`src/rtl/assert_macros.svh`:
```
// Assertion macros shared by the RTSP response parser modules.
`ifndef ASSERT_MACROS_SVH
`define ASSERT_MACROS_SVH

// A property checked at every rising clock edge outside reset.
`define RRHP_ASSERT_PROP(lbl, prop, msg) \
  lbl: assert property (@(posedge clk) disable iff (!rst_n) prop) else $error(msg);

// A same-cycle implication checked at every rising clock edge outside reset.
`define RRHP_ASSERT_IMPL(lbl, ante, cons, msg) \
  `RRHP_ASSERT_PROP(lbl, (ante) |-> (cons), msg)

`endif

```
`src/rtl/rrhp_pkg.sv`:
```
// Types, constants and character tables for the RTSP response parser.
package rrhp_pkg;

  localparam int BUFFER_BYTES    = 2048;
  localparam int STATUS_LINE_MAX = 256;
  localparam int CNT_MAX = (BUFFER_BYTES > STATUS_LINE_MAX) ? BUFFER_BYTES : STATUS_LINE_MAX;
  localparam int CNT_W   = $clog2(CNT_MAX + 1);

  localparam int PROTO_LEN        = 9;
  localparam int PROTO_VER_POS    = 5;
  localparam int NAME_LEN         = 14;
  localparam int NAME_FOLD_POS_A  = 0;
  localparam int NAME_FOLD_POS_B  = 8;
  localparam int STATUS_DIGIT_END = 12;
  localparam int LEN_COLON_POS    = 15;
  localparam int LEN_DIGIT_START  = 16;
  localparam int LEN_LINE_MIN     = 19;
  localparam int BLANK_LINE_LEN   = 2;

  localparam int QUEUE_DEPTH = 2;
  localparam int QPTR_W      = $clog2(QUEUE_DEPTH);
  localparam int QCNT_W      = $clog2(QUEUE_DEPTH + 1);

  localparam logic [7:0] CH_LF    = 8'h0A;
  localparam logic [7:0] CH_CR    = 8'h0D;
  localparam logic [7:0] CH_COLON = 8'h3A;
  localparam logic [7:0] CH_ZERO  = 8'h30;
  localparam logic [7:0] CH_NINE  = 8'h39;
  localparam logic [7:0] CH_ONE   = 8'h31;
  localparam logic [7:0] CH_TWO   = 8'h32;
  localparam logic [7:0] CASE_GAP = 8'h20;

  typedef enum logic [1:0] {
    CMD_BEGIN = 2'd0,
    CMD_BYTE  = 2'd1,
    CMD_CLOSE = 2'd2,
    CMD_NONE  = 2'd3
  } cmd_t;

  typedef enum logic [2:0] {
    PH_IDLE   = 3'd0,
    PH_STATUS = 3'd1,
    PH_HEADER = 3'd2,
    PH_BODY   = 3'd3,
    PH_DONE   = 3'd4,
    PH_FAILED = 3'd5
  } phase_t;

  typedef enum logic [2:0] {
    ERR_NONE      = 3'd0,
    ERR_PROTOCOL  = 3'd1,
    ERR_ZERO      = 3'd2,
    ERR_LINE_LONG = 3'd3,
    ERR_OVERFLOW  = 3'd4,
    ERR_NO_LENGTH = 3'd5,
    ERR_TOO_LARGE = 3'd6,
    ERR_CLOSED    = 3'd7
  } err_t;

  typedef struct packed {
    cmd_t                  cmd;
    logic [7:0]            data;
    logic                  is_digit;
    logic [3:0]            digit;
    logic                  is_lf;
    logic                  is_cr;
    logic                  is_colon;
    logic [PROTO_LEN-1:0]  proto_hit;
    logic [NAME_LEN-1:0]   name_hit;
  } item_t;

  function automatic logic [7:0] proto_char(input logic [3:0] k);
    logic [7:0] c;
    unique case (k)
      4'd0:    c = 8'h52;
      4'd1:    c = 8'h54;
      4'd2:    c = 8'h53;
      4'd3:    c = 8'h50;
      4'd4:    c = 8'h2F;
      4'd5:    c = 8'h31;
      4'd6:    c = 8'h2E;
      4'd7:    c = 8'h30;
      4'd8:    c = 8'h20;
      default: c = 8'h00;
    endcase
    return c;
  endfunction

  function automatic logic [7:0] name_char(input logic [3:0] k);
    logic [7:0] c;
    unique case (k)
      4'd0:    c = 8'h43;
      4'd1:    c = 8'h6F;
      4'd2:    c = 8'h6E;
      4'd3:    c = 8'h74;
      4'd4:    c = 8'h65;
      4'd5:    c = 8'h6E;
      4'd6:    c = 8'h74;
      4'd7:    c = 8'h2D;
      4'd8:    c = 8'h4C;
      4'd9:    c = 8'h65;
      4'd10:   c = 8'h6E;
      4'd11:   c = 8'h67;
      4'd12:   c = 8'h74;
      4'd13:   c = 8'h68;
      default: c = 8'h00;
    endcase
    return c;
  endfunction

endpackage

```
`src/rtl/rrhp_front.sv`:
```
// Input handshake and byte classification ahead of the item queue.
module rrhp_front (
  input  logic                in_valid,
  output logic                in_stall,
  input  logic [1:0]          in_cmd,
  input  logic [7:0]          in_rx_byte,
  input  logic                q_full,
  output logic                push,
  output rrhp_pkg::item_t     item
);

  always_comb begin
    in_stall = q_full;
    push     = in_valid && !q_full;

    item.cmd      = rrhp_pkg::cmd_t'(in_cmd);
    item.data     = in_rx_byte;
    item.is_digit = (in_rx_byte >= rrhp_pkg::CH_ZERO) && (in_rx_byte <= rrhp_pkg::CH_NINE);
    item.digit    = 4'(in_rx_byte - rrhp_pkg::CH_ZERO);
    item.is_lf    = (in_rx_byte == rrhp_pkg::CH_LF);
    item.is_cr    = (in_rx_byte == rrhp_pkg::CH_CR);
    item.is_colon = (in_rx_byte == rrhp_pkg::CH_COLON);

    for (int k = 0; k < rrhp_pkg::PROTO_LEN; k++) begin
      if (k == rrhp_pkg::PROTO_VER_POS) begin
        item.proto_hit[k] = (in_rx_byte == rrhp_pkg::CH_ONE) ||
                            (in_rx_byte == rrhp_pkg::CH_TWO);
      end else begin
        item.proto_hit[k] = (in_rx_byte == rrhp_pkg::proto_char(4'(k)));
      end
    end

    for (int k = 0; k < rrhp_pkg::NAME_LEN; k++) begin
      if (k == rrhp_pkg::NAME_FOLD_POS_A || k == rrhp_pkg::NAME_FOLD_POS_B) begin
        item.name_hit[k] = (in_rx_byte == rrhp_pkg::name_char(4'(k))) ||
                           (in_rx_byte == rrhp_pkg::name_char(4'(k)) + rrhp_pkg::CASE_GAP);
      end else begin
        item.name_hit[k] = (in_rx_byte == rrhp_pkg::name_char(4'(k)));
      end
    end
  end

endmodule

```
`src/rtl/rrhp_fifo.sv`:
```
// Short queue of classified items between the front and the parser.
`include "assert_macros.svh"

module rrhp_fifo (
  input  logic             clk,
  input  logic             rst_n,
  input  logic             push,
  input  rrhp_pkg::item_t  wr_item,
  output logic             full,
  input  logic             pop,
  output logic             rd_valid,
  output rrhp_pkg::item_t  rd_item
);

  rrhp_pkg::item_t                mem_r [rrhp_pkg::QUEUE_DEPTH];
  logic [rrhp_pkg::QPTR_W-1:0]    wr_ptr_r, wr_ptr_nxt;
  logic [rrhp_pkg::QPTR_W-1:0]    rd_ptr_r, rd_ptr_nxt;
  logic [rrhp_pkg::QCNT_W-1:0]    count_r, count_nxt;

  always_comb begin
    full     = (count_r == rrhp_pkg::QCNT_W'(rrhp_pkg::QUEUE_DEPTH));
    rd_valid = (count_r != '0);
    rd_item  = mem_r[rd_ptr_r];

    wr_ptr_nxt = wr_ptr_r;
    rd_ptr_nxt = rd_ptr_r;
    count_nxt  = count_r;
    if (push) begin
      wr_ptr_nxt = (wr_ptr_r == rrhp_pkg::QPTR_W'(rrhp_pkg::QUEUE_DEPTH - 1)) ? '0
                   : wr_ptr_r + 1'b1;
    end
    if (pop) begin
      rd_ptr_nxt = (rd_ptr_r == rrhp_pkg::QPTR_W'(rrhp_pkg::QUEUE_DEPTH - 1)) ? '0
                   : rd_ptr_r + 1'b1;
    end
    if (push && !pop) begin
      count_nxt = count_r + 1'b1;
    end else if (pop && !push) begin
      count_nxt = count_r - 1'b1;
    end
  end

  always_ff @(posedge clk) begin
    if (!rst_n) begin
      wr_ptr_r <= '0;
      rd_ptr_r <= '0;
      count_r  <= '0;
    end else begin
      wr_ptr_r <= wr_ptr_nxt;
      rd_ptr_r <= rd_ptr_nxt;
      count_r  <= count_nxt;
    end
  end

  always_ff @(posedge clk) begin
    if (push) begin
      mem_r[wr_ptr_r] <= wr_item;
    end
  end

  `RRHP_ASSERT_PROP(a_fill_tracks_push, (push && !pop) |=> (count_r == $past(count_r) + 1'b1), "queue fill count did not grow on a lone push")

endmodule

```
`src/rtl/rrhp_back.sv`:
```
// Response parser state machine with the registered result stage.
`include "assert_macros.svh"

module rrhp_back (
  input  logic                   clk,
  input  logic                   rst_n,
  input  logic                   q_valid,
  input  rrhp_pkg::item_t        it,
  output logic                   pop,
  output logic                   out_valid,
  input  logic                   out_stall,
  output logic [2:0]             out_phase,
  output logic [2:0]             out_error_kind,
  output logic [9:0]             out_status_number,
  output logic [15:0]            out_body_length,
  output logic                   out_body_valid,
  output logic [7:0]             out_body_byte,
  output logic                   out_body_last
);

  localparam int CW = rrhp_pkg::CNT_W;

  typedef enum logic [5:0] {
    S_IDLE   = 6'b000001,
    S_STATUS = 6'b000010,
    S_HEADER = 6'b000100,
    S_BODY   = 6'b001000,
    S_DONE   = 6'b010000,
    S_FAILED = 6'b100000
  } state_t;

  state_t            st_r, st_nxt;
  rrhp_pkg::err_t    err_r, err_nxt;
  logic [CW-1:0]     total_r, total_nxt;
  logic [CW-1:0]     line_r, line_nxt;
  logic [CW-1:0]     colon_r, colon_nxt;
  logic [CW-1:0]     rem_r, rem_nxt;
  logic [9:0]        status_r, status_nxt;
  logic              prefix_ok_r, prefix_ok_nxt;
  logic              name_ok_r, name_ok_nxt;
  logic              digits_done_r, digits_done_nxt;
  logic              starts_cr_r, starts_cr_nxt;
  logic              last_digit_r, last_digit_nxt;
  logic [15:0]       len_r, len_nxt;
  logic [15:0]       acc_r, acc_nxt;
  logic [15:0]       acc_prev_r, acc_prev_nxt;

  logic              out_valid_r, out_valid_nxt;
  logic [2:0]        out_phase_r;
  logic [2:0]        out_err_r;
  logic [9:0]        out_status_r;
  logic [15:0]       out_len_r;
  logic              out_bv_r, out_bl_r;
  logic [7:0]        out_byte_r;

  logic              busy;
  logic              fail_en;
  rrhp_pkg::err_t    fail_code;
  logic              clear_line;
  logic              hdr_end;
  logic              bv, bl;
  logic [CW-1:0]     tot_inc;
  logic [CW-1:0]     line_inc;
  logic [13:0]       status_mul;
  logic [19:0]       acc_mul;
  logic [16:0]       need_bytes;
  logic [2:0]        phase_code;

  always_comb begin
    st_nxt          = st_r;
    err_nxt         = err_r;
    total_nxt       = total_r;
    line_nxt        = line_r;
    colon_nxt       = colon_r;
    rem_nxt         = rem_r;
    status_nxt      = status_r;
    prefix_ok_nxt   = prefix_ok_r;
    name_ok_nxt     = name_ok_r;
    digits_done_nxt = digits_done_r;
    starts_cr_nxt   = starts_cr_r;
    last_digit_nxt  = last_digit_r;
    len_nxt         = len_r;
    acc_nxt         = acc_r;
    acc_prev_nxt    = acc_prev_r;
    fail_en         = 1'b0;
    fail_code       = rrhp_pkg::ERR_NONE;
    clear_line      = 1'b0;
    hdr_end         = 1'b0;
    bv              = 1'b0;
    bl              = 1'b0;

    pop        = q_valid && (!out_valid_r || !out_stall);
    busy       = (st_r == S_STATUS) || (st_r == S_HEADER) || (st_r == S_BODY);
    tot_inc    = total_r + 1'b1;
    line_inc   = line_r + 1'b1;
    status_mul = ({4'b0, status_r} << 3) + ({4'b0, status_r} << 1) + 14'(it.digit);
    acc_mul    = ({4'b0, acc_r} << 3) + ({4'b0, acc_r} << 1) + 20'(it.digit);
    need_bytes = {1'b0, len_r} + 17'(tot_inc);

    if (pop) begin
      unique case (it.cmd)
        rrhp_pkg::CMD_BEGIN: begin
          st_nxt        = S_STATUS;
          err_nxt       = rrhp_pkg::ERR_NONE;
          total_nxt     = '0;
          status_nxt    = '0;
          prefix_ok_nxt = 1'b1;
          len_nxt       = '0;
          rem_nxt       = '0;
          clear_line    = 1'b1;
        end
        rrhp_pkg::CMD_CLOSE: begin
          if (busy) begin
            fail_en   = 1'b1;
            fail_code = rrhp_pkg::ERR_CLOSED;
          end
        end
        rrhp_pkg::CMD_BYTE: begin
          unique case (st_r)
            S_STATUS: begin
              total_nxt = tot_inc;
              if (total_r < CW'(rrhp_pkg::PROTO_LEN)) begin
                if (!it.proto_hit[total_r[3:0]]) begin
                  prefix_ok_nxt = 1'b0;
                end
              end else if (total_r < CW'(rrhp_pkg::STATUS_DIGIT_END) && !digits_done_r) begin
                if (it.is_digit) begin
                  status_nxt = status_mul[9:0];
                end else begin
                  digits_done_nxt = 1'b1;
                end
              end
              if (it.is_lf) begin
                if (!prefix_ok_nxt) begin
                  fail_en   = 1'b1;
                  fail_code = rrhp_pkg::ERR_PROTOCOL;
                end else if (status_nxt == '0) begin
                  fail_en   = 1'b1;
                  fail_code = rrhp_pkg::ERR_ZERO;
                end else if (tot_inc >= CW'(rrhp_pkg::STATUS_LINE_MAX)) begin
                  fail_en   = 1'b1;
                  fail_code = rrhp_pkg::ERR_LINE_LONG;
                end else begin
                  clear_line = 1'b1;
                  if (tot_inc >= CW'(rrhp_pkg::BUFFER_BYTES)) begin
                    fail_en   = 1'b1;
                    fail_code = rrhp_pkg::ERR_NO_LENGTH;
                  end else begin
                    st_nxt = S_HEADER;
                  end
                end
              end else if (tot_inc >= CW'(rrhp_pkg::STATUS_LINE_MAX)) begin
                fail_en   = 1'b1;
                fail_code = rrhp_pkg::ERR_LINE_LONG;
              end
            end
            S_HEADER: begin
              total_nxt = tot_inc;
              line_nxt  = line_inc;
              if (it.is_lf) begin
                if (line_inc == CW'(rrhp_pkg::BLANK_LINE_LEN) && starts_cr_r) begin
                  hdr_end = 1'b1;
                  if (len_r == '0) begin
                    fail_en   = 1'b1;
                    fail_code = rrhp_pkg::ERR_NO_LENGTH;
                  end else if (need_bytes > 17'(rrhp_pkg::BUFFER_BYTES)) begin
                    fail_en   = 1'b1;
                    fail_code = rrhp_pkg::ERR_TOO_LARGE;
                  end else begin
                    rem_nxt = len_r[CW-1:0];
                    st_nxt  = S_BODY;
                  end
                end else begin
                  if (colon_r == CW'(rrhp_pkg::LEN_COLON_POS) && name_ok_r &&
                      line_inc >= CW'(rrhp_pkg::LEN_LINE_MIN)) begin
                    len_nxt = last_digit_r ? acc_prev_r : acc_r;
                  end
                  clear_line = 1'b1;
                end
              end else begin
                if (line_r == '0) begin
                  starts_cr_nxt = it.is_cr;
                end
                if (colon_r == '0 && it.is_colon) begin
                  colon_nxt = line_inc;
                end
                if (line_r < CW'(rrhp_pkg::NAME_LEN)) begin
                  if (!it.name_hit[line_r[3:0]]) begin
                    name_ok_nxt = 1'b0;
                  end
                end
                if (line_r >= CW'(rrhp_pkg::LEN_DIGIT_START)) begin
                  if (!digits_done_r && it.is_digit) begin
                    acc_prev_nxt   = acc_r;
                    acc_nxt        = (acc_mul > 20'hFFFF) ? 16'hFFFF : acc_mul[15:0];
                    last_digit_nxt = 1'b1;
                  end else begin
                    digits_done_nxt = 1'b1;
                    last_digit_nxt  = 1'b0;
                  end
                end
              end
              if (!hdr_end && tot_inc >= CW'(rrhp_pkg::BUFFER_BYTES)) begin
                fail_en   = 1'b1;
                fail_code = rrhp_pkg::ERR_OVERFLOW;
              end
            end
            S_BODY: begin
              total_nxt = tot_inc;
              bv        = 1'b1;
              rem_nxt   = (rem_r != '0) ? rem_r - 1'b1 : rem_r;
              if (rem_nxt == '0) begin
                bl     = 1'b1;
                st_nxt = S_DONE;
              end
            end
            default: begin
            end
          endcase
        end
        rrhp_pkg::CMD_NONE: begin
        end
        default: begin
        end
      endcase
    end

    if (clear_line) begin
      line_nxt        = '0;
      colon_nxt       = '0;
      name_ok_nxt     = 1'b1;
      digits_done_nxt = 1'b0;
      starts_cr_nxt   = 1'b0;
      acc_nxt         = '0;
      acc_prev_nxt    = '0;
      last_digit_nxt  = 1'b0;
    end

    if (fail_en) begin
      st_nxt  = S_FAILED;
      err_nxt = fail_code;
      len_nxt = '0;
    end

    unique case (st_nxt)
      S_IDLE:   phase_code = rrhp_pkg::PH_IDLE;
      S_STATUS: phase_code = rrhp_pkg::PH_STATUS;
      S_HEADER: phase_code = rrhp_pkg::PH_HEADER;
      S_BODY:   phase_code = rrhp_pkg::PH_BODY;
      S_DONE:   phase_code = rrhp_pkg::PH_DONE;
      S_FAILED: phase_code = rrhp_pkg::PH_FAILED;
      default:  phase_code = rrhp_pkg::PH_IDLE;
    endcase

    out_valid_nxt = pop || (out_valid_r && out_stall);
  end

  always_ff @(posedge clk) begin
    if (!rst_n) begin
      st_r          <= S_IDLE;
      err_r         <= rrhp_pkg::ERR_NONE;
      total_r       <= '0;
      line_r        <= '0;
      colon_r       <= '0;
      rem_r         <= '0;
      status_r      <= '0;
      prefix_ok_r   <= 1'b1;
      name_ok_r     <= 1'b1;
      digits_done_r <= 1'b0;
      starts_cr_r   <= 1'b0;
      last_digit_r  <= 1'b0;
      len_r         <= '0;
      acc_r         <= '0;
      acc_prev_r    <= '0;
      out_valid_r   <= 1'b0;
    end else begin
      st_r          <= st_nxt;
      err_r         <= err_nxt;
      total_r       <= total_nxt;
      line_r        <= line_nxt;
      colon_r       <= colon_nxt;
      rem_r         <= rem_nxt;
      status_r      <= status_nxt;
      prefix_ok_r   <= prefix_ok_nxt;
      name_ok_r     <= name_ok_nxt;
      digits_done_r <= digits_done_nxt;
      starts_cr_r   <= starts_cr_nxt;
      last_digit_r  <= last_digit_nxt;
      len_r         <= len_nxt;
      acc_r         <= acc_nxt;
      acc_prev_r    <= acc_prev_nxt;
      out_valid_r   <= out_valid_nxt;
    end
  end

  always_ff @(posedge clk) begin
    if (pop) begin
      out_phase_r  <= phase_code;
      out_err_r    <= err_nxt;
      out_status_r <= status_nxt;
      out_len_r    <= len_nxt;
      out_bv_r     <= bv;
      out_bl_r     <= bl;
      out_byte_r   <= bv ? it.data : 8'h00;
    end
  end

  assign out_valid         = out_valid_r;
  assign out_phase         = out_phase_r;
  assign out_error_kind    = out_err_r;
  assign out_status_number = out_status_r;
  assign out_body_length   = out_len_r;
  assign out_body_valid    = out_bv_r;
  assign out_body_byte     = out_byte_r;
  assign out_body_last     = out_bl_r;

  `RRHP_ASSERT_IMPL(a_last_has_byte, out_valid_r && out_bl_r, out_bv_r, "last flag without a body byte")
  `RRHP_ASSERT_IMPL(a_byte_in_body, out_valid_r && out_bv_r, (out_phase_r == rrhp_pkg::PH_BODY) || (out_phase_r == rrhp_pkg::PH_DONE), "body byte outside the body phase")
  `RRHP_ASSERT_IMPL(a_error_iff_failed, out_valid_r, (out_err_r != rrhp_pkg::ERR_NONE) == (out_phase_r == rrhp_pkg::PH_FAILED), "error kind disagrees with the failed phase")

endmodule

```
`src/rtl/rtsp_response_header_parser.sv`:
```
// Top level of the RTSP response status and header parser.
//
// Each input item carries a command (begin a new response, received byte,
// partner closed, or none) and a byte. Every accepted item produces exactly one
// result item with the current phase, error kind, status code, parsed
// Content-Length, and, in the body phase, the content byte with its flags.
// The front classifies each byte and writes it into a two-entry queue; the
// parser takes one item per cycle from the queue into its output register
// whenever that register is empty or the receiver takes its result. Each
// item is held in a queue entry and then in the output register before its
// result can be taken; throughput is one item per cycle while not stalled.
// When the receiver stalls, the result holds and the queue fills; in_stall
// rises once both queue entries are occupied, and nothing is dropped.
// After reset the parser is idle, bytes and closes are ignored until a
// begin command, and no result is pending.
module rtsp_response_header_parser (
  input  logic        clk,
  input  logic        rst_n,
  input  logic        in_valid,
  output logic        in_stall,
  input  logic [1:0]  in_cmd,
  input  logic [7:0]  in_rx_byte,
  output logic        out_valid,
  input  logic        out_stall,
  output logic [2:0]  out_phase,
  output logic [2:0]  out_error_kind,
  output logic [9:0]  out_status_number,
  output logic [15:0] out_body_length,
  output logic        out_body_valid,
  output logic [7:0]  out_body_byte,
  output logic        out_body_last
);

  rrhp_pkg::item_t front_item;
  rrhp_pkg::item_t queue_item;
  logic            push;
  logic            pop;
  logic            q_full;
  logic            q_valid;

  rrhp_front u_front (
    .in_valid   (in_valid),
    .in_stall   (in_stall),
    .in_cmd     (in_cmd),
    .in_rx_byte (in_rx_byte),
    .q_full     (q_full),
    .push       (push),
    .item       (front_item)
  );

  rrhp_fifo u_fifo (
    .clk      (clk),
    .rst_n    (rst_n),
    .push     (push),
    .wr_item  (front_item),
    .full     (q_full),
    .pop      (pop),
    .rd_valid (q_valid),
    .rd_item  (queue_item)
  );

  rrhp_back u_back (
    .clk               (clk),
    .rst_n             (rst_n),
    .q_valid           (q_valid),
    .it                (queue_item),
    .pop               (pop),
    .out_valid         (out_valid),
    .out_stall         (out_stall),
    .out_phase         (out_phase),
    .out_error_kind    (out_error_kind),
    .out_status_number (out_status_number),
    .out_body_length   (out_body_length),
    .out_body_valid    (out_body_valid),
    .out_body_byte     (out_body_byte),
    .out_body_last     (out_body_last)
  );

endmodule
```
`config.mk`:
```
export PLATFORM = sky130hd
export DESIGN_NAME = rtsp_response_header_parser
export DESIGN_NICKNAME = d
export VERILOG_FILES = /design/src/rtl/rrhp_pkg.sv /design/src/rtl/rrhp_front.sv /design/src/rtl/rrhp_fifo.sv /design/src/rtl/rrhp_back.sv /design/src/rtl/rtsp_response_header_parser.sv
export VERILOG_INCLUDE_DIRS = /design/src /design/src/rtl
export SDC_FILE = /design/constraint.sdc
export NUM_CORES = 1
export LEC_CHECK = 0
export ABC_AREA = 1
export ABC_CLOCK_PERIOD_IN_PS = 4450
export BUFFER_PORTS_ARGS = -buffer_cell sky130_fd_sc_hd__buf_2
export CORE_AREA = 2 2 212 152
export CTS_BUF_LIST = sky130_fd_sc_hd__clkbuf_8
export CTS_CLUSTER_DIAMETER = 80
export CTS_CLUSTER_SIZE = 25
export DETAILED_ROUTE_END_ITERATION = 16
export DIE_AREA = 0 0 214 154
export GPL_TIMING_DRIVEN = 0
export HOLD_SLACK_MARGIN = 0.08
export PLACE_DENSITY = 0.62
export SYNTH_ARGS = -nofsm -noshare
export SYNTH_HDL_FRONTEND = slang
export SYNTH_SLANG_ARGS = --single-unit
```
`constraint.sdc`:
```
create_clock -name clk -period 4.45 [get_ports clk]
set_clock_uncertainty 0.2 [all_clocks]
set_input_delay 1.335 -clock clk [delete_from_list [all_inputs] [get_ports clk]]
set_output_delay 1.335 -clock clk [all_outputs]
set_load 0.03 [all_outputs]
```
Yosys cells after proc, flatten, opt, wreduce, memory -nomap -nowiden. Memories as Yosys holds them, arrays and structs flattened. A register that Yosys moved wholly into a read port is not among the register bits. Index checks and enable logic that the tools add are counted.

Input bits: 14. Word-level logic and storage cells: 277. Register bits after elaboration: 167. Memories kept: 1. Bits in writable memories: 82. Output and inout bits: 44.

Memories: u_fifo.mem_r (words 2, bits a word 41, read ports 1, clocked after Yosys merged registers in 1, write ports 1, RTL line rrhp_fifo.sv:15) `rrhp_pkg::item_t mem_r [rrhp_pkg::QUEUE_DEPTH];`.

Mux-type cells: 120. Reductions and logical operators: 51. Bitwise logic cells: 3. Eq/ne operators: 50. Order comparisons: 13. Add/sub/neg operators: 13.

Operators by type and width (count): 16-bit two-way mux (8); 8-bit by 7-bit equality test with 1-bit output (second input constant) (14); 10-bit two-way mux (8); 12-bit two-way mux (6); 6-bit two-way mux (12); 12-bit case mux with 2 select lines (3); 8-bit by 6-bit equality test with 1-bit output (second input constant) (8); 1-bit two-way mux (50); 3-bit two-way mux (15); 12-bit logical NOT (3); 12-bit by 4-bit less-than comparator with 1-bit output (second input constant) (3); 16-bit case mux with 2 select lines (1); 12-bit by 1-bit adder with 12-bit output (second input constant) (2); 12-bit by 5-bit >= comparator with 1-bit output (second input constant) (2); 19-bit by 17-bit adder with 20-bit output (1); 20-bit by 4-bit adder with 20-bit output (1); 20-bit by 16-bit > comparator with 1-bit output (second input constant) (1); 10-bit case mux with 2 select lines (1); 6-bit case mux with 3 select lines (1); 16-bit by 12-bit adder with 17-bit output (1); 17-bit by 12-bit > comparator with 1-bit output (second input constant) (1); 8-bit by 4-bit equality test with 1-bit output (second input constant) (2); 16-bit logical NOT (1); 3-bit case mux with 5 select lines (1); 46 further kinds (104).

Depth between registers and ports, before layout. Gate-level depths: netlist of run 1.

Word-level depth: 18. Mapped depth: 31. Mapped depth without buffers: 30.

Cells and area by module. A second synthesis of run 1 with hierarchy kept.

Cell total of the unflattened synthesis: 1866. Area, all modules: 14971.9 µm².

Modules (own cells, without submodules): rrhp_back (area each 11154.4 µm², seq. area each 3683.5 µm², cells each 1618, instances 1); rrhp_fifo (area each 3393.3 µm², seq. area each 2562.5 µm², cells each 163, instances 1); rrhp_front (area each 424.2 µm², seq. area each 0.0 µm², cells each 85, instances 1).

Least setup slack after synthesis of run 1. No wires, ideal clock.

Path kind: flip-flop to flip-flop. Start: reg (tool-made name). End: reg u_back.out_phase_r[1] (netlist: u_back.out_phase[1]) (data pin). Arrival time: 3.785 ns. Required time: 3.996 ns. Stages on the path, launching flop included: 26. Path buffers: 3. Period minus slack after synthesis: 4.239 ns. Slack: 0.211 ns. Setup time: 0.254 ns. Cell sequence: dfxtp_1 > inv_2 > buf_2 > clkbuf_1 > buf_2 > or2_2 > o21ai_0 > inv_1 > fa_1 > inv_1 > fa_1 > inv_1 > a21oi_1 > xor2_1 > nand2_1 > nand2_1 > nand2_1 > nor2_1 > nand3_2 > nand3_2 > nand3_1 > nand3_1 > nand2_2 > nand2_1 > nor2_1 > o21a_1.

RTL lines: end signal, assigned (RTL line rrhp_back.sv:298) `out_phase_r <= phase_code;`; end, declared (RTL line rrhp_back.sv:49) `logic [2:0] out_phase_r;`.

==> results.toml, run 1 <==
[critical_path]
reg2reg_to = "u_back.acc_r[12]$_SDFFE_PP0P_"
end_kind = "flop"
cp_data_arrival_time_ns = 4.41
worstPathRequired_ns = 4.69
crit_type = "flop to flop"
r2r_cells = 18
crit_path_start_kind = "flop"
reg2reg_slack_ns = 0.28
cp_max_fo = 31

[global_route]
grt_pass1_vias = 11400
overflow = 0
grtUsageTotal_pct = 23.42
antenna_found_initial = 0
grt_max_degree = 35
grt_pass1_wl_mm = 62.13

[route]
wirelength_mm = 38.52
drt-wirelength-per-cell_um = 16.72
drc = 0
drtIter0Drc = 1063
vias_per_cell = 5.318
antenna_left = 0
first_pass_iters = 5
num_vias = 12250

[synthesis]
synth_warnings = 0
synth_common_cells = "450 x nand2_1, 218 x inv_1, 186 x nor2_1, 126 x dfxtp_1"
synthArstFlopShare_pct = 0
ys_top_cells_by_area = "edfxtp_1 23%, dfxtp_1 18%, nand2_1 12%"
synth-seq-cells = 232
synth_most_common_cell = "nand2_1"
ys.flop_type = "dfxtp_1"
avgSynthCellArea_um2 = 7.617
synthCells = 1801
synth_fp_nets = 1889
yosysTopAreaCellShare_pct = 23.20
synth_edf_count = 106
synthDistinctLibCells = 62
synth_top_cell_by_area = "edfxtp_1"
synthesis.area_mm2 = 0.01372
synth-seq-area-share_pct = 41.59

[sta]
final.setup.worst_slack_ns = 0.2751
clock.fmax_ghz = 0.2395
worst_slew_pin_slew_ns = 1.020
finalSetupTns_ns = 0
period_share_pct = 93.82
period_needed_ns = 4.175
slew_headroom_pct = 31.52
setup_viol = 0
maxSlewViolCount = 0
timing_hold_violations_final = 0

[placed_design]
place_ws_ns = -0.8417
dp_hpwl_mm = 30.38
port_buffers = 57
place_congestion = 0.9440
dpl.cell_count = 2281

[hold_path]
holdPathStages = 1
hold_class = "flop to flop"
hp-start = "u_fifo.rd_ptr_r$_SDFFE_PN0P_"

[clock_network]
cts_tree = "yes"
htreeDepth = 1
holdBufCountCts = 0
clock_path_buffers = 3
root_buffer = "clkbuf_8"
insertion_delay_ns = 0.57
cts_sinks = 232
clkSlewWorstSetupHoldPaths_ns = 0.14
numCtsBuffers = 14

[layout]
area_growth_pct = 9.139
regArea_mm2 = 0.005714
layout.nets = 1964
drive_gt1_share_pct = 10.88
n_fill_cell = 3070
final_cells = 2304
antennaDiodeCount = 0
multiInputGateArea_mm2 = 0.006954

[outcome]
status = "finished clean"

[pwr]
powerDensity_mw_per_mm2 = 476.4
peakVddDrop_mv = 0.3270
finalPower_mw = 7.133
power_leakage_nw = 6.588

[floorplan]
core_mm2 = 0.03074
ios = 58
die_w_um = 214
die_y_um = 154
start_util_pct = 44.62
num_rows = 54
dieArea_mm2 = 0.03296

[job]
drv_cap = 0
critical path: stages (launching register included):
cell and delay (ns):
dfxtp_4 0.44, inv_8 0.10, or2_2 0.29, o21ai_2 0.08, inv_2 0.12, fa_1 0.60, inv_1 0.08, fa_1 0.47
o211ai_1 0.35, nand3_1 0.12, nand2_1 0.14, nand3_1 0.09, nand2_1 0.08, xor2_1 0.07, a21oi_1 0.12, nand2_1 0.12
clkbuf_2 0.23, nor3b_1 0.28, a211oi_1 0.07
metrics by stage:
step                util [%]  hold WS [ns]  area, um2
floorplan                  -        0.2257      13720
global placement       47.26        0.2357      14530
detailed placement     47.51        0.2440      14600
CTS                    48.48        0.2633      14900
global route           48.70        0.2959      14970
finish                 48.70        0.2645      14970
cell type report:
cell class	instances	area share (%)
clock buffers	15	1.379
clock inverters	9	0.5265
multi-input cells	1282	46.45
flip-flops and latches	232	38.17
repair buffers	64	2.507
plain buffers	44	1.446
inverters	238	6.017
well taps	420	3.510
layout by cell type, fill, tap and decap left out, drive strengths merged, types with 3 or more instances in the layout:
cell and count:
xnor2 7, nor4 15, o311ai 3, buf 82, dfxtp 126, nand2 455
ha 69, fa 5, a22oi 5, nor2 197, nand4 33, xor2 24
clkbuf 41, a21oi 121, o21a 4, nand3b 6, inv 241, or2 7
o22ai 13, and2 3, nor3 46, a31oi 5, nand3 101, edfxtp 106
clkinv 6, o21ai 112, o211ai 6, a211oi 29
sequential cells by signal, indices dropped and copies added, names as in the netlist, 8 cells and up, named ones only:
signal,count
u_back.len_r,16
u_back.out_status_number,10
u_fifo.mem_r,64
u_back.total_r,12
u_back.status_r,10
u_back.out_body_byte,8
u_back.out_body_length,16
u_back.rem_r,12
u_back.line_r,12
u_back.acc_r,16
u_back.colon_r,12
u_back.acc_prev_r,16
layer usage:
metal	global-route usage (%)	up-vias	wire length (um)
met5	0	-	0
met4	5.694	0	958
met3	4.095	48	2864
met2	34.48	392	15700
met1	35.35	5671	19000
li1	-	6141	-
power breakdown:
part / switching (mW) / internal, mW / total [mW]
sequential: 0.152 / 2.65 / 2.80
clock: 0.738 / 0.344 / 1.08
combinational: 2.36 / 0.891 / 3.25
logic make-up after synthesis:
group | after synthesis | synth area share [%]
AO/OA/AOI/OAI | 309 | 13.15
XOR/XNOR | 31 | 2.089
adder cells (fa/ha/maj) | 74 | 7.023
buffers and inverters | 287 | 8.209
flip-flops | 232 | 41.59
multiplexers | 1 | 0.07297
AND/OR/NAND/NOR | 867 | 27.86
repair_timing:
action	4_1_cts	5_1_grt
gates resized for setup	11	22
pin swaps	2	6
setup endpoints to repair	145	111
setup buffers	2	2
cloned	0	0
worst max-delay path by stage:
stage                     depth (start not counted)                            end  slack, ns
after floorplan                                  25  u_back.out_phase[1]$_DFFE_PP_       0.21
after global placement                           21  u_back.acc_r[13]$_SDFFE_PP0P_      -0.76
after detailed placement                         21  u_back.acc_r[13]$_SDFFE_PP0P_      -0.84
after CTS                                        23  u_back.out_phase[1]$_DFFE_PP_       0.06
after global routing                             23  u_back.out_phase[1]$_DFFE_PP_    -0.0009
final                                            18  u_back.acc_r[12]$_SDFFE_PP0P_       0.28
Power figures use the tool's default switching activity.
==> inputs of run 2 (changes only) <==
- ABC_CLOCK_PERIOD_IN_PS: 4450 -> 4000
- CAP_MARGIN: not set -> 20
- MAX_ROUTING_LAYER: not set -> met4
- PLACE_DENSITY: 0.62 -> 0.6
- clock period: 4.45 -> 4 ns (I/O delays scaled with it)
==> run 2 against run 1 <==
Highest routed layer unchanged. Worst hold slack gained 0.0077 ns. Largest cell class unchanged. Combinational power grew 23%. Count of clock-buffer cells in the layout is the same.
==> results.toml, run 2 (same netlist as run 1, synthesis figures left out) <==
[route]
first_pass_iters = 5
num_vias = 12460
drc = 0
wirelength_mm = 39.95
vias_per_cell = 5.351
drtIter0Drc = 1322
antenna_left = 0
drt-wirelength-per-cell_um = 17.16

[pwr]
powerDensity_mw_per_mm2 = 541.4
power_leakage_nw = 6.792
pwr-share-comb_pct = 47.2
seqPwrFrac_pct = 36.8
p_int_mw = 4.585
finalPower_mw = 8.481
swShare_pct = 45.94
p_sw_mw = 3.896
clockPowerShare_pct = 16.0
peakVddDrop_mv = 0.3912

[placed_design]
place_ws_ns = -1.082
place_congestion = 0.9675
dpl_cell_area_mm2 = 0.01463
port_buffers = 57
dp_hpwl_mm = 29.72

[floorplan]
dieArea_mm2 = 0.03296
die_y_um = 154
die_w_um = 214
start_util_pct = 44.62
num_rows = 54
ios = 58
core_mm2 = 0.03074

[global_route]
overflow = 0
grtUsageTotal_pct = 23.93
grt_pass1_vias = 10790
grt_pass1_wl_mm = 61.07
antenna_found_initial = 0
grt_max_degree = 34

[critical_path]
crit_type = "flop to flop"
end_kind = "flop"
reg2reg_slack_ns = 0.08
crit_path_start_kind = "flop"
worstPathRequired_ns = 4.11
cp_max_fo = 10
r2r_cells = 21
reg2reg_to = "u_back.out_body_length[1]$_DFFE_PP_"
cp_data_arrival_time_ns = 4.03

[sta]
slew_headroom_pct = 34.45
timing_hold_violations_final = 0
grt_setup_unrepaired = "true"
period_needed_ns = 3.923
maxSlewViolCount = 0
period_share_pct = 98.07
clock.fmax_ghz = 0.2549
setup_viol = 0
final.setup.worst_slack_ns = 0.07737
worst_slew_pin_slew_ns = 0.9767

[hold_path]
min_to = "u_back.acc_prev_r[8]$_SDFFE_PP0P_"
holdPathStages = 2
hp-start = "u_back.acc_prev_r[8]$_SDFFE_PP0P_"
hold_class = "flop to flop"

[clock_network]
clock_path_buffers = 3
numCtsBuffers = 15
cts_sinks = 232
root_buffer = "clkbuf_8"
insertion_delay_ns = 0.58
htreeDepth = 1
clkSlewWorstSetupHoldPaths_ns = 0.16
cts_tree = "yes"

[outcome]
status = "finished clean"

[layout]
largest_register_ffs = 64
area_growth_pct = 14.19
layout.nets = 1988
largest-register = "u_fifo.mem_r"
fin_area_mm2 = 0.01567
drive_gt1_share_pct = 15.36
layout_commonest_cell = "nand2_1"
final_cell_mix = "431 x nand2_1, 211 x inv_1, 175 x nor2_1"
antennaDiodeCount = 0

[job]
drv_cap = 0
[run 2: critical path, stage by stage (launching register included)]
cell	delay [ns]
dfxtp_4	0.46
inv_12	0.05
or2_4	0.23
o21ai_4	0.08
inv_4	0.09
fa_1	0.54
inv_2	0.05
fa_2	0.38
inv_2	0.08
a21oi_2	0.06
xor2_1	0.15
nand2_1	0.09
nand2_1	0.08
nand2_1	0.05
nor2_2	0.13
nand3_2	0.13
nand3_2	0.12
buf_4	0.13
nand3_4	0.10
nand2_4	0.17
buf_8	0.18
nor2_2	0.08
[run 2: metal layers]
metal	up-vias	share of wire [%]	GRT usage, %	wire length, um
li1	6194	-	-	-
met1	5795	52	38.75	20760
met2	434	39	31.48	15740
met3	35	7.4	3.165	2955
met4	0	1.2	3.164	495
met5	-	0	-	0
[run 2: final cells by class]
type | instances | area (um2)
Buffer | 43 | 247.7
Clock buffer | 15 | 206.4
Clock inverter | 10 | 116.4
Fill cell | 2985 | 15080
Inverter | 238 | 914.6
Multi-Input combinational cell | 1283 | 7358
Sequential cell | 232 | 5717
Tap cell | 420 | 525.5
Timing Repair Buffer | 86 | 570.5
Timing Repair inverter | 1 | 8.758
[run 2: per-stage QoR]
step	hold WS (ns)	instances	utilization (%)	setup TNS (ns)
after floorplan	0.2182	1801	-	0
after global placement	0.2270	2278	47.34	-138.77
after detailed placement	0.2396	2281	47.59	-126.63
after CTS	0.2746	2306	49.08	0
after global routing	0.2839	2328	50.96	-0.3261
final	0.2722	2328	50.96	0
[run 2: worst max-delay path by stage]
stage | startpoint | to | slack (ns) | cells after the start
2_1_floorplan | flop | u_back.out_phase[1]$_DFFE_PP_ | 0.002 | 25
3_3_place_gp | flop | u_back.acc_r[11]$_SDFFE_PP0P_ | -1.06 | 16
3_5_place_dp | flop | u_back.colon_r[5]$_SDFFE_PP0P_ | -1.08 | 23
4_1_cts | flop | u_back.acc_r[12]$_SDFFE_PP0P_ | 0.01 | 18
5_1_grt | u_back.total_r[2]$_SDFFE_PN0P_ | u_back.out_phase[0]$_DFFE_PP_ | -0.08 | 27
6_report | flop | u_back.out_body_length[1]$_DFFE_PP_ | 0.08 | 21
[run 2: timing repair]
action                                  4_1_cts  5_1_grt
cloned                                        0        3
hold buffers                                  0        0
endpoints found under the setup margin      159      134
pin swaps                                     7       35
gates resized for setup                      44       97
setup buffers                                 5       20
[run 2: power groups by stage]
stage	registers, mW	logic [mW]	clock network, mW
after floorplan	3.49	2.16	0
after global placement	3.17	3.48	0
after detailed placement	3.15	3.59	0
after CTS	3.11	3.68	1.38
after global routing	3.16	4.37	1.47
final	3.12	4.00	1.36
==> inputs of run 3 (changes only) <==
- PLACE_DENSITY: 0.6 -> not set
- PLACE_DENSITY_LB_ADDON: not set -> 0.25
==> run 3 against run 2 <==
Largest power group unchanged. Design area barely moved. Clock power fell by 7%. Largest cell class unchanged. Critical path depth rose by 4. Global-route usage fell by 0.59 points. Highest routed layer unchanged.
==> results.toml, run 3 (same netlist as run 1, synthesis figures left out) <==
[global_route]
grtUsageTotal_pct = 23.34
overflow = 0
grt_pass1_vias = 10960
use_met2_pct = 31.01
antenna_found_initial = 0
top_usage_layer = "met1"
grt_max_degree = 32
met1_usage_pct = 36.27
grt_pass1_wl_mm = 60.03
met3_usage_pct = 3.640

[clock_network]
htreeDepth = 1
clkSlewWorstSetupHoldPaths_ns = 0.14
cts_sinks = 232
root_buffer = "clkbuf_8"
cts_tree = "yes"
clock_path_buffers = 3
insertion_delay_ns = 0.56
numCtsBuffers = 14

[route]
antenna_left = 0
vias_per_cell = 5.372
drc = 0
drtIter0Drc = 1303
wirelength_mm = 38.92
drt-wirelength-per-cell_um = 16.72
num_vias = 12510
first_pass_iters = 5

[critical_path]
crit_top_cell = "nand2_1"
cp_data_arrival_time_ns = 4.06
cp_slowest_cell = "fa_1"
max_stage_delay_ns = 0.53
worst-path-stages = 25
path_buf_inv = 4
worstPathRequired_ns = 4.14
cp_max_fo = 7
crit_path_start_kind = "flop"
crit_family = "simple AND/OR/NAND/NOR gates"
crit_type = "flop to flop"
end_kind = "flop"
r2r_cells = 25

[floorplan]
core_mm2 = 0.03074
dieArea_mm2 = 0.03296
num_rows = 54
start_util_pct = 44.62
ios = 58
die_w_um = 214
die_y_um = 154

[outcome]
status = "finished clean"

[layout]
fin_area_mm2 = 0.01566
area_growth_pct = 14.14
final_cells = 2328
largest_register_ffs = 64
layout.nets = 1988
final_cell_mix = "436 x nand2_1, 214 x inv_1, 171 x nor2_1"
largest-register = "u_fifo.mem_r"
antennaDiodeCount = 0
drive_gt1_share_pct = 15.20
layout_commonest_cell = "nand2_1"

[sta]
worst_slew_pin_slew_ns = 0.9432
slew_headroom_pct = 36.70
period_share_pct = 98.00
period_needed_ns = 3.920
maxSlewViolCount = 0
finalSetupTns_ns = 0
clock.fmax_ghz = 0.2551
setup_viol = 0
grt_setup_unrepaired = "true"
timing_hold_violations_final = 0

[placed_design]
place_congestion = 0.9889
dpl.cell_count = 2281
dp_hpwl_mm = 29.53
dpl_cell_area_mm2 = 0.01463
port_buffers = 57

[pwr]
power_leakage_nw = 6.795
peakVddDrop_mv = 0.3352
powerDensity_mw_per_mm2 = 532.5

[hold_path]
hold_class = "flop to flop"
holdPathStages = 1

[job]
drv_cap = 0
## run 3: cell count changes in the layout (fill, tap and decap cells not counted), sizes merged
cell    before  now
buf        103  104
clkbuf      41   42
clkinv       4    7
inv        243  239
nand2      456  455
## run 3: repair_timing
action                     4_1_cts  5_1_grt
setup endpoints to repair      159      125
pin swaps                        4       26
resized for setup               42      107
cloned                           0        4
hold buffers                     0        0
hold endpoints to repair         0        0
setup buffers                    4       21
## run 3: cell type report
type,count,area (um2)
flip-flops and latches,232,5714
clock buffers,15,206.4
clock inverters,9,92.59
repair inverters,1,8.758
well taps,420,525.5
inverters,238,917.1
multi-input cells,1282,7310
plain buffers,43,270.3
fillers,2961,15080
repair buffers,88,613.1
## run 3: worst paths after layout
kind                                     start                       endpoint  slack [ns]
hold / removal    u_fifo.rd_ptr_r$_SDFFE_PN0P_                           flop        0.27
hold reg to reg   u_fifo.rd_ptr_r$_SDFFE_PN0P_                           flop        0.27
setup / recovery                          flop  u_back.out_phase[0]$_DFFE_PP_        0.08
setup reg to reg                          flop  u_back.out_phase[0]$_DFFE_PP_        0.08
## run 3: routing by layer
layer  routed length [um]  up-vias
li1                     -     6196
met1                19880     5826
met2                15310      441
met3                 2964       43
met4                  766        0
met5                    0        -
## run 3: power breakdown
part | leakage [nW] | switching [mW] | internal [mW]
logic | 4.58 | 2.76 | 1.20
registers | 2.05 | 0.178 | 2.94
clock network | 0.165 | 0.816 | 0.442
## run 3: through the flow
step	utilization [%]	power, mW	setup slack [ns]	hold WS (ns)
3_3_place_gp	47.34	6.600	-0.9772	0.2281
2_1_floorplan	-	5.649	0.002335	0.2182
5_1_grt	50.93	8.826	-0.07614	0.2886
6_report	50.93	8.337	0.08013	0.2685
4_1_cts	48.99	8.025	0.004101	0.2651
3_5_place_dp	47.59	6.696	-1.007	0.2474
## run 3: worst reg2reg max path, cell delays in order, from the launching register on
cell and delay, ns:
dfxtp_4 0.44, clkinv_8 0.09, or2_4 0.25, o21ai_4 0.08, inv_4 0.09, fa_1 0.53
inv_1 0.06, fa_2 0.36, inv_2 0.08, a21oi_2 0.06, xor2_1 0.18, nand2_1 0.09
nand2_1 0.08, nand2_1 0.05, nor2_2 0.13, nand3_2 0.16, nand3_2 0.13, nand2_1 0.07
nand2_1 0.08, nand2_1 0.06, nand2_2 0.08, nand3_4 0.09, nand2_4 0.09, nor2_2 0.05
nand2_1 0.06, nand3_2 0.07
